**config.mk**
```make
export PLATFORM = sky130hd
export DESIGN_NAME = sult_cell
export DESIGN_NICKNAME = d
export VERILOG_FILES = /design/src/sult_pkg.sv /design/src/sult_cell.sv
export SDC_FILE = /design/constraint.sdc
export NUM_CORES = 1
export LEC_CHECK = 0
export ABC_AREA = 1
export BUFFER_PORTS_ARGS = -buffer_cell sky130_fd_sc_hd__buf_2
export CORE_ASPECT_RATIO = 0.75
export CORE_MARGIN = 8
export CORE_UTILIZATION = 40
export CTS_BUF_LIST = sky130_fd_sc_hd__clkbuf_4 sky130_fd_sc_hd__clkbuf_8 sky130_fd_sc_hd__clkbuf_16
export CTS_CLUSTER_SIZE = 20
export DETAILED_ROUTE_END_ITERATION = 8
export PLACE_DENSITY = 0.73
export REMOVE_ABC_BUFFERS = 1
export SYNTH_ARGS = -nofsm -noshare
export SYNTH_HDL_FRONTEND = slang
export SYNTH_SLANG_ARGS = --single-unit
```
**constraint.sdc**
```tcl
create_clock -name clk -period 3.2 [get_ports clk]
set_input_delay 0.48 -clock clk [delete_from_list [all_inputs] [get_ports clk]]
set_output_delay 0.48 -clock clk [all_outputs]
set_load 0.05 [all_outputs]
```
**src/sult_pkg.sv**
```systemverilog
package sult_pkg;

    localparam int CAPACITY = 64;

    localparam int VALUE_W = 32;
    localparam int RANK_W  = 6;
    localparam int COUNT_W = 7;

    localparam logic CMD_INSERT = 1'b0;
    localparam logic CMD_READ   = 1'b1;

    typedef enum logic [1:0] {
        ST_OK,
        ST_DUP,
        ST_FULL,
        ST_RANGE
    } status_t;

    typedef enum logic [1:0] {
        S_IDLE,
        S_EVAL,
        S_APPLY
    } state_t;

    typedef struct packed {
        logic                      eval;
        logic                      ins;
        logic signed [VALUE_W-1:0] value;
        logic [RANK_W-1:0]         rank;
    } cell_ctrl_t;

endpackage

```
**src/sult_cell.sv**
```systemverilog
module sult_cell #(
    parameter int CAPACITY = sult_pkg::CAPACITY,
    parameter int IDX      = 0
) (
    input  logic                                clk,
    input  logic                                rst_n,
    input  sult_pkg::cell_ctrl_t                ctrl,
    input  logic                                live,
    input  logic signed [sult_pkg::VALUE_W-1:0] prev_val,
    input  logic                                prev_ge,
    output logic signed [sult_pkg::VALUE_W-1:0] val,
    output logic                                ge,
    output logic                                eq,
    output logic [sult_pkg::VALUE_W-1:0]        rd
);

    localparam int IW = (CAPACITY > 1) ? $clog2(CAPACITY) : 1;
    localparam logic [IW+sult_pkg::RANK_W-1:0] IDX_EXT = (IW + sult_pkg::RANK_W)'(IDX);

    logic signed [sult_pkg::VALUE_W-1:0] val_reg;
    logic signed [sult_pkg::VALUE_W-1:0] val_next;
    logic ge_reg;
    logic ge_next;
    logic eq_reg;
    logic eq_next;
    logic hit_reg;
    logic hit_next;

    always_comb
    begin
        ge_next  = !live || ($signed(val_reg) >= $signed(ctrl.value));
        eq_next  = live && (val_reg == ctrl.value);
        hit_next = ({IW'(0), ctrl.rank} == IDX_EXT);
        val_next = val_reg;
        if (ctrl.ins)
        begin
            if (prev_ge)
            begin
                val_next = prev_val;
            end
            else if (ge_reg)
            begin
                val_next = ctrl.value;
            end
        end
    end

    always_ff @(posedge clk or negedge rst_n)
    begin
        if (!rst_n)
        begin
            ge_reg  <= 1'b0;
            eq_reg  <= 1'b0;
            hit_reg <= 1'b0;
        end
        else if (ctrl.eval)
        begin
            ge_reg  <= ge_next;
            eq_reg  <= eq_next;
            hit_reg <= hit_next;
        end
    end

    always_ff @(posedge clk)
    begin
        val_reg <= val_next;
    end

    assign val = val_reg;
    assign ge  = ge_reg;
    assign eq  = eq_reg;
    assign rd  = hit_reg ? val_reg : '0;

endmodule

```
After elaboration in Yosys (flattened, before gate mapping) --
Index checks and enable logic that the tools add are counted.
Operators by class: $lt $le $gt $ge 1, equal/unequal tests 1, reduce and logical (&&, ||, !) cells 6, multiplexer cells 3
Operator list (count):
- $mux 32 | 3
- $eq 32x32->1 | 1
- $ge 32x32->1 | 1
- $logic_not 6->1 | 1
- $reduce_and 2->1 | 1
- $reduce_bool 2->1 | 1
- $logic_and 1x1->1 | 1
- $logic_not 1->1 | 1
- $logic_or 1x1->1 | 1
Word-level totals: output and inout port bits 66, flip-flop bits (word level) 35, word-level logic and storage cells 15, bits of input ports 76

Depth between registers and ports, before layout --
Gate-level depths: netlist (run 1).
word-level depth 2, depth in mapped cells 16, mapped depth without buffers 16

Least setup slack after synthesis (run 1) --
OpenSTA, ideal clock, no wires.
path kind input -> register, start point input port prev_ge, end point register val_reg, in the netlist val[0] (enable), cell stages on the path 2, path buffers 1, setup time 0.391 ns, setup slack 1.251 ns, required time 2.809 ns, data arrival time 1.558 ns, cells stage by stage clkbuf_1 o21a_1
Between the ends: longest elaborated chain between the ends 2
RTL lines:
- from (decl) | line sult_cell.sv:10 | input logic prev_ge,
- $reduce_bool 2->1 (no line)
- $reduce_and 2->1 (no line)
- to (signal assigned) | line sult_cell.sv:66 | val_reg <= val_next;
- to (decl) | line sult_cell.sv:20 | logic signed [sult_pkg::VALUE_W-1:0] val_reg;
No other way between the ends. A chain may end at the register's enable or synchronous reset.

Worst setup path in the final report (run 1) --
start point register hit_reg, end point output port rd[11] (netlist name)
Between the ends: longest elaborated chain between the ends 1
RTL lines:
- from (decl) | line sult_cell.sv:26 | logic hit_reg;
- from (signal assigned) | line sult_cell.sv:60 | hit_reg <= hit_next;
- $mux 32 | line sult_cell.sv:72 | assign rd = hit_reg ? val_reg : '0;
- to (decl) | line sult_cell.sv:14 | output logic [sult_pkg::VALUE_W-1:0] rd
No other way between the ends.

==> results of run 1 <==
[final cells by class]
| class | instances | area [um^2] |
|---|---|---|
| inverters | 74 | 277.8 |
| multi-input cells | 210 | 1215 |
| well taps | 81 | 101.3 |
| flip-flops and latches | 35 | 1036 |
| repair buffers | 143 | 723.2 |
| fillers | 611 | 2811 |
| clock buffers | 8 | 91.34 |
[layer usage]
layer | part of all wire, % | track usage (%) | vias up
li1 | - | - | 1318
met1 | 46 | 18.20 | 1052
met2 | 46 | 25.17 | 78
met3 | 7.8 | 4.315 | 5
met4 | 0.60 | 3.098 | 0
met5 | 0 | 0 | -
[synthesized netlist by cell type (all sizes together)]
| cell type | number | area, um^2 |
|---|---|---|
| a32o | 1 | 10.01 |
| edfxtp | 32 | 960.9 |
| and2 | 1 | 6.260 |
| clkbuf | 9 | 33.78 |
| nor2 | 15 | 58.81 |
| dfrtp | 3 | 75.07 |
| o21ai | 34 | 170.2 |
| nor4 | 1 | 21.27 |
| nand4 | 2 | 18.77 |
| nand2 | 99 | 381.6 |
| a21oi | 15 | 78.83 |
| a21o | 1 | 7.510 |
| o21a | 3 | 23.77 |
| nor3 | 1 | 5.000 |
| mux2 | 1 | 11.26 |
| buf | 2 | 7.510 |
| nand3 | 4 | 20.02 |
| ha | 32 | 400.4 |
| inv | 74 | 277.8 |
[report_power, final]
group	internal, uW	switching, uW
Clock	180	153
Sequential	549	30.3
Combinational	128	276
Total	857	460
[stage by stage]
stage          utilization [%]  hold WS, ns  std cells
4_1_cts                  55.06       0.4359        551
2_1_floorplan                -       0.1844        319
5_1_grt                  55.06       0.4593        551
6_report                 55.06       0.4453        551
3_5_place_dp             53.44       0.2861        542
3_3_place_gp             53.44       0.2828        542
[logic make-up (layout without fill, tap and decap cells)]
| family | count (synthesis) | after routing | synth area share, % |
|---|---|---|---|
| compound gates | 54 | 54 | 11.30 |
| fa+ha+maj | 32 | 32 | 15.59 |
| buf+inv | 85 | 225 | 12.42 |
| flops | 35 | 35 | 40.33 |
| mux | 1 | 1 | 0.4384 |
| simple gates | 123 | 123 | 19.92 |
[what timing repair did]
item / CTS / global route
hold endpoints to repair: 3 / 0
hold buffers: 1 / 0
buffers inserted: 0 / 0
resized for setup: 0 / 0
endpoints found under the setup margin: 0 / 0
[how the worst min path moves through the flow]
stage	startpoint	endpoint	slack (ns)	cells past startpoint
6_report	ctrl[39]	eq$_DFFE_PN0P_	0.45	2
5_1_grt	ctrl[39]	eq$_DFFE_PN0P_	0.46	2
4_1_cts	ctrl[39]	eq$_DFFE_PN0P_	0.44	2
3_5_place_dp	rst_n	hit_reg$_DFFE_PN0P_	0.29	1
3_3_place_gp	rst_n	hit_reg$_DFFE_PN0P_	0.28	1
2_1_floorplan	rst_n	eq$_DFFE_PN0P_	0.18	0
[critical path, delay by kind of cell (launching register included)]
family | cells | cell delay (ns)
simple gates | 1 | 0.13
flops | 1 | 1.05
buf+inv | 2 | 0.35
==> results_dict.tcl, run 1 <==
set metrics [dict create \
    status "completed" \
    num_vias 2453 \
    layout_commonest_cell "buf_2" \
    cp_slowest_cell "dfrtp_1" \
    hpwl_um 5686 \
    grtUsageTotal_pct 14.88 \
    end_kind "primary output" \
    worstPathRequired_ns 2.72 \
    worst-slew-pin-transition_ns 1.067 \
    die_area_um2 9269 \
    grt_pass1_wl_um 11330 \
    slowest_delay_ns 1.05 \
    nets 577 \
    rsz0062_at_grt "no" \
    setup_viol 0 \
    critPathLaunch "hit_reg$_DFFE_PN0P_" \
    die_x_um 108.5 \
    netlist_area_um2 2569 \
    min_period_ns 2.293 \
    path_class "reg2out" \
    clk_root_buffer_cell "clkbuf_8" \
    clock_sinks 35 \
    grt_pass1_vias 2564 \
    drtPass1Iterations 4 \
    start_util_pct 41.06 \
    postSynthCellCount 330 \
    die_h_um 85.40 \
    gp_congestion 0.7749 \
    clkTransAtPathRegs_ns 0.06 \
    startpoint_type "flop" \
    period_share_pct 71.67 \
    largest_reg_flops 32 \
    crit_end "rd[11]" \
    timing.rr.start "val[31]$_DFFE_PP_" \
    arrival_ns 1.81 \
    path_max_fanout 33 \
    routedWlPerCell_um 12.65 \
    clkLatencyLatePin_ns 0.28 \
    layout_common_cells "buf_2, nand2_1, inv_1, o21ai_0" \
    io_buffers 141 \
    powerDensity_nw_per_um2 382.3 \
    rows 25 \
    setup_slack_ns 0.9065 \
    core-area_um2 6256 \
    numCtsBuffers 5 \
    seq_area_frac_synth_pct 40.33 \
    yosys_warnings 0 \
    io_pins 142 \
    hold_violations 0 \
    htreeDepth 2 \
    ys_types 27 \
    grt-ovfl-total 0 \
    postPlaceCellArea_um2 3343 \
    viasPerCell 4.452 \
    cts_buffer_depth 2 \
    path_cells "nand2_1 -> inv_1 -> buf_2" \
    clock_skew_ns 0.006019 \
    post-route-drc-count 0 \
    first_iter_violations 53 \
    ant_nets 0 \
    drv_slew 0 \
    max_cap_viol_count 0 \
    fin_total_pwr_uw 1317 \
    p_leak_uw 0.002126 \
    antennaDiodeCount 0 \
    tritoncts "done" \
    slew_headroom_pct 28.89 \
    finalSetupTns_ns 0 \
    r2r_setup_slack_ns 1.41 \
    avgSynthCellArea_um2 7.784 \
    pre_cts_ws_ns 1.184 \
    rr_worst_depth 10 \
    drive_above_1_share_pct 34.04 \
    final_area_um2 3445 \
    r2r-end "ge$_DFFE_PN0P_" \
    grt_max_degree 64 \
    areaGrowthSynthToFinish_pct 34.10 \
    max_freq_ghz 0.4360 \
    ys_ff_latch 35 \
    hold_path_class "in2reg" \
    ir_worst_vdd_uv 208.3 \
    antenna_found_initial 0 \
    routed_wl_um 6968 \
]
(Power assumes the default switching activity.)
==> run 2, diff against run 1 <==
Clock period 3.2 ns to 2.3 ns, I/O delays scaled along.
==> run 2 against run 1 <==
Utilization is 1.4 points higher. Combinational power is 42% higher. Global-route usage is 0.15 points higher. Sequential share of layout area is 0.75 points lower. Critical endpoint is now rd[13]. Clock skew hardly changed. Total power is 55% higher. Count of clock-buffer cells in the layout is 3 lower. Critical path depth is 1 higher. Largest cell class unchanged. Final cell count is 0.73% higher. Largest power group unchanged.
==> results_dict.tcl, run 2 (synthesis results as in run 1) <==
set metrics [dict create \
    status "completed" \
    layout_common_cells "buf_2, nand2_1, inv_1, o21ai_0" \
    grtUsageTotal_pct 15.03 \
    cts_buffer_depth 2 \
    p_leak_uw 0.002165 \
    core-area_um2 6256 \
    grt_pass1_wl_um 11170 \
    min_period_ns 1.865 \
    startpoint_type "flop" \
    path_class "reg2out" \
    rr_worst_depth 10 \
    post-route-drc-count 0 \
    start_util_pct 41.06 \
    clkTransAtPathRegs_ns 0.08 \
    grt_pass1_vias 2454 \
    clock_sinks 35 \
    viasPerCell 4.497 \
    path_max_fanout 15 \
    io_pins 142 \
    finalSetupTns_ns 0 \
    clock_skew_ns 0.006297 \
    drtPass1Iterations 4 \
    hold_path_end "eq$_DFFE_PN0P_" \
    timing.rr.start "val[31]$_DFFE_PP_" \
    drv_slew 0 \
    arrival_ns 1.52 \
    path_cells "buf_4 -> nand2_1 -> inv_1 -> buf_2" \
    antennaDiodeCount 0 \
    end_kind "primary output" \
    placed_cells 546 \
    hold_path_class "in2reg" \
    areaGrowthSynthToFinish_pct 37.51 \
    cts_hold_buf 1 \
    r2r_setup_slack_ns 0.56 \
    setup_viol 0 \
    rows 25 \
    grt_max_degree 39 \
    post_cts_resized 0 \
    max_cap_viol_count 0 \
    ir_worst_vdd_uv 323.9 \
    largest_reg_flops 32 \
    num_vias 2496 \
    slew_headroom_pct 69.29 \
    io_buffers 141 \
    stdcell_count 555 \
    gp_congestion 0.7875 \
    clkLatencyLatePin_ns 0.29 \
    max_freq_ghz 0.5363 \
    first_iter_violations 59 \
    die_area_um2 9269 \
    layout_commonest_cell "buf_2" \
    slowest_delay_ns 0.56 \
    numCtsBuffers 5 \
    rsz0062_at_grt "no" \
    hpwl_um 5961 \
    worst-path-buf-inv 3 \
    hold_depth 2 \
    period_share_pct 81.07 \
    drive_above_1_share_pct 34.60 \
    worst-slew-pin-transition_ns 0.4607 \
    worstPathRequired_ns 1.96 \
    die_h_um 85.40 \
    routedWlPerCell_um 12.85 \
    cp_slowest_cell "dfrtp_1" \
    powerDensity_nw_per_um2 579.3 \
    tritoncts "done" \
    hold_path_startpoint "ctrl[39]" \
    antenna_found_initial 0 \
    hold_violations 0 \
    die_x_um 108.5 \
    ant_nets 0 \
    crit_family "buffers and inverters" \
    nets 581 \
    routed_wl_um 7129 \
    post_cts_buffers 0 \
    r2r-end "ge$_DFFE_PN0P_" \
    grt-ovfl-total 0 \
    htreeDepth 2 \
    clk_root_buffer_cell "clkbuf_8" \
]
run 2: cell count changes in the layout (fill, tap and decap cells not counted):
cell	delta
clkbuf_4	-3
clkinvlp_4	+1
bufinv_16	+2
buf_4	+3
buf_12	+1
run 2: layer usage:
layer | track usage (%) | part of all wire [%] | vias up | wire (um)
li1 | - | - | 1327 | -
met1 | 18.24 | 45 | 1078 | 3236
met2 | 26.00 | 46 | 86 | 3293
met3 | 3.936 | 7.7 | 5 | 550
met4 | 2.974 | 0.67 | 0 | 48
met5 | 0 | 0 | - | 0
run 2: worst reg2reg max path, cell delays in order (launching register included):
cell and delay [ns]:
edfxtp_1 0.44, ha_1 0.35, nand2_1 0.09, nor2_2 0.14, nand2_2 0.10, nor4_4 0.15, nand2_1 0.12, nand3_1 0.08
nand2_1 0.05, nor2_1 0.09, nor2_1 0.04
run 2: per-stage QoR:
stage                     utilization, %  hold slack, ns  power (uW)  cell area (um^2)  setup WS (ns)
after floorplan                        -         0.04941        1197              2527         0.4397
after global placement             54.12          0.1525        1384              3386         0.5962
after detailed placement           54.12          0.1512        1396              3386         0.5325
after CTS                          56.46          0.2849        2076              3532         0.4021
after global routing               56.46          0.2975        2154              3532         0.3248
final                              56.46          0.2907        2046              3532         0.4355
run 2: how the worst max path moves through the flow:
| stage | from | endpoint | slack (ns) | cells past startpoint |
|---|---|---|---|---|
| 4_1_cts | hit_reg$_DFFE_PN0P_ | rd[13] | 0.40 | 4 |
| 2_1_floorplan | ge$_DFFE_PN0P_ | val[0]$_DFFE_PP_ | 0.44 | 1 |
| 5_1_grt | val[31]$_DFFE_PP_ | ge$_DFFE_PN0P_ | 0.32 | 10 |
| 6_report | hit_reg$_DFFE_PN0P_ | rd[13] | 0.44 | 4 |
| 3_5_place_dp | ctrl[37] | ge$_DFFE_PN0P_ | 0.53 | 12 |
| 3_3_place_gp | ctrl[33] | ge$_DFFE_PN0P_ | 0.60 | 12 |
run 2: layout make-up:
| class | instances | area (um^2) |
|---|---|---|
| fillers | 626 | 2724 |
| multi-input cells | 210 | 1215 |
| flip-flops and latches | 35 | 1036 |
| repair buffers | 147 | 765.7 |
| inverters | 74 | 277.8 |
| well taps | 81 | 101.3 |
| clock buffers | 5 | 68.82 |
| clock inverters | 3 | 67.56 |
run 2: report_power, final:
| group | leakage, uW | total (uW) | internal (uW) | switching (uW) |
|---|---|---|---|---|
| logic | 0.00175 | 574 | 185 | 389 |
| registers | 0.000352 | 803 | 762 | 41.1 |
| clock network | 0.0000644 | 669 | 432 | 236 |
| total | 0.00217 | 2050 | 1380 | 667 |
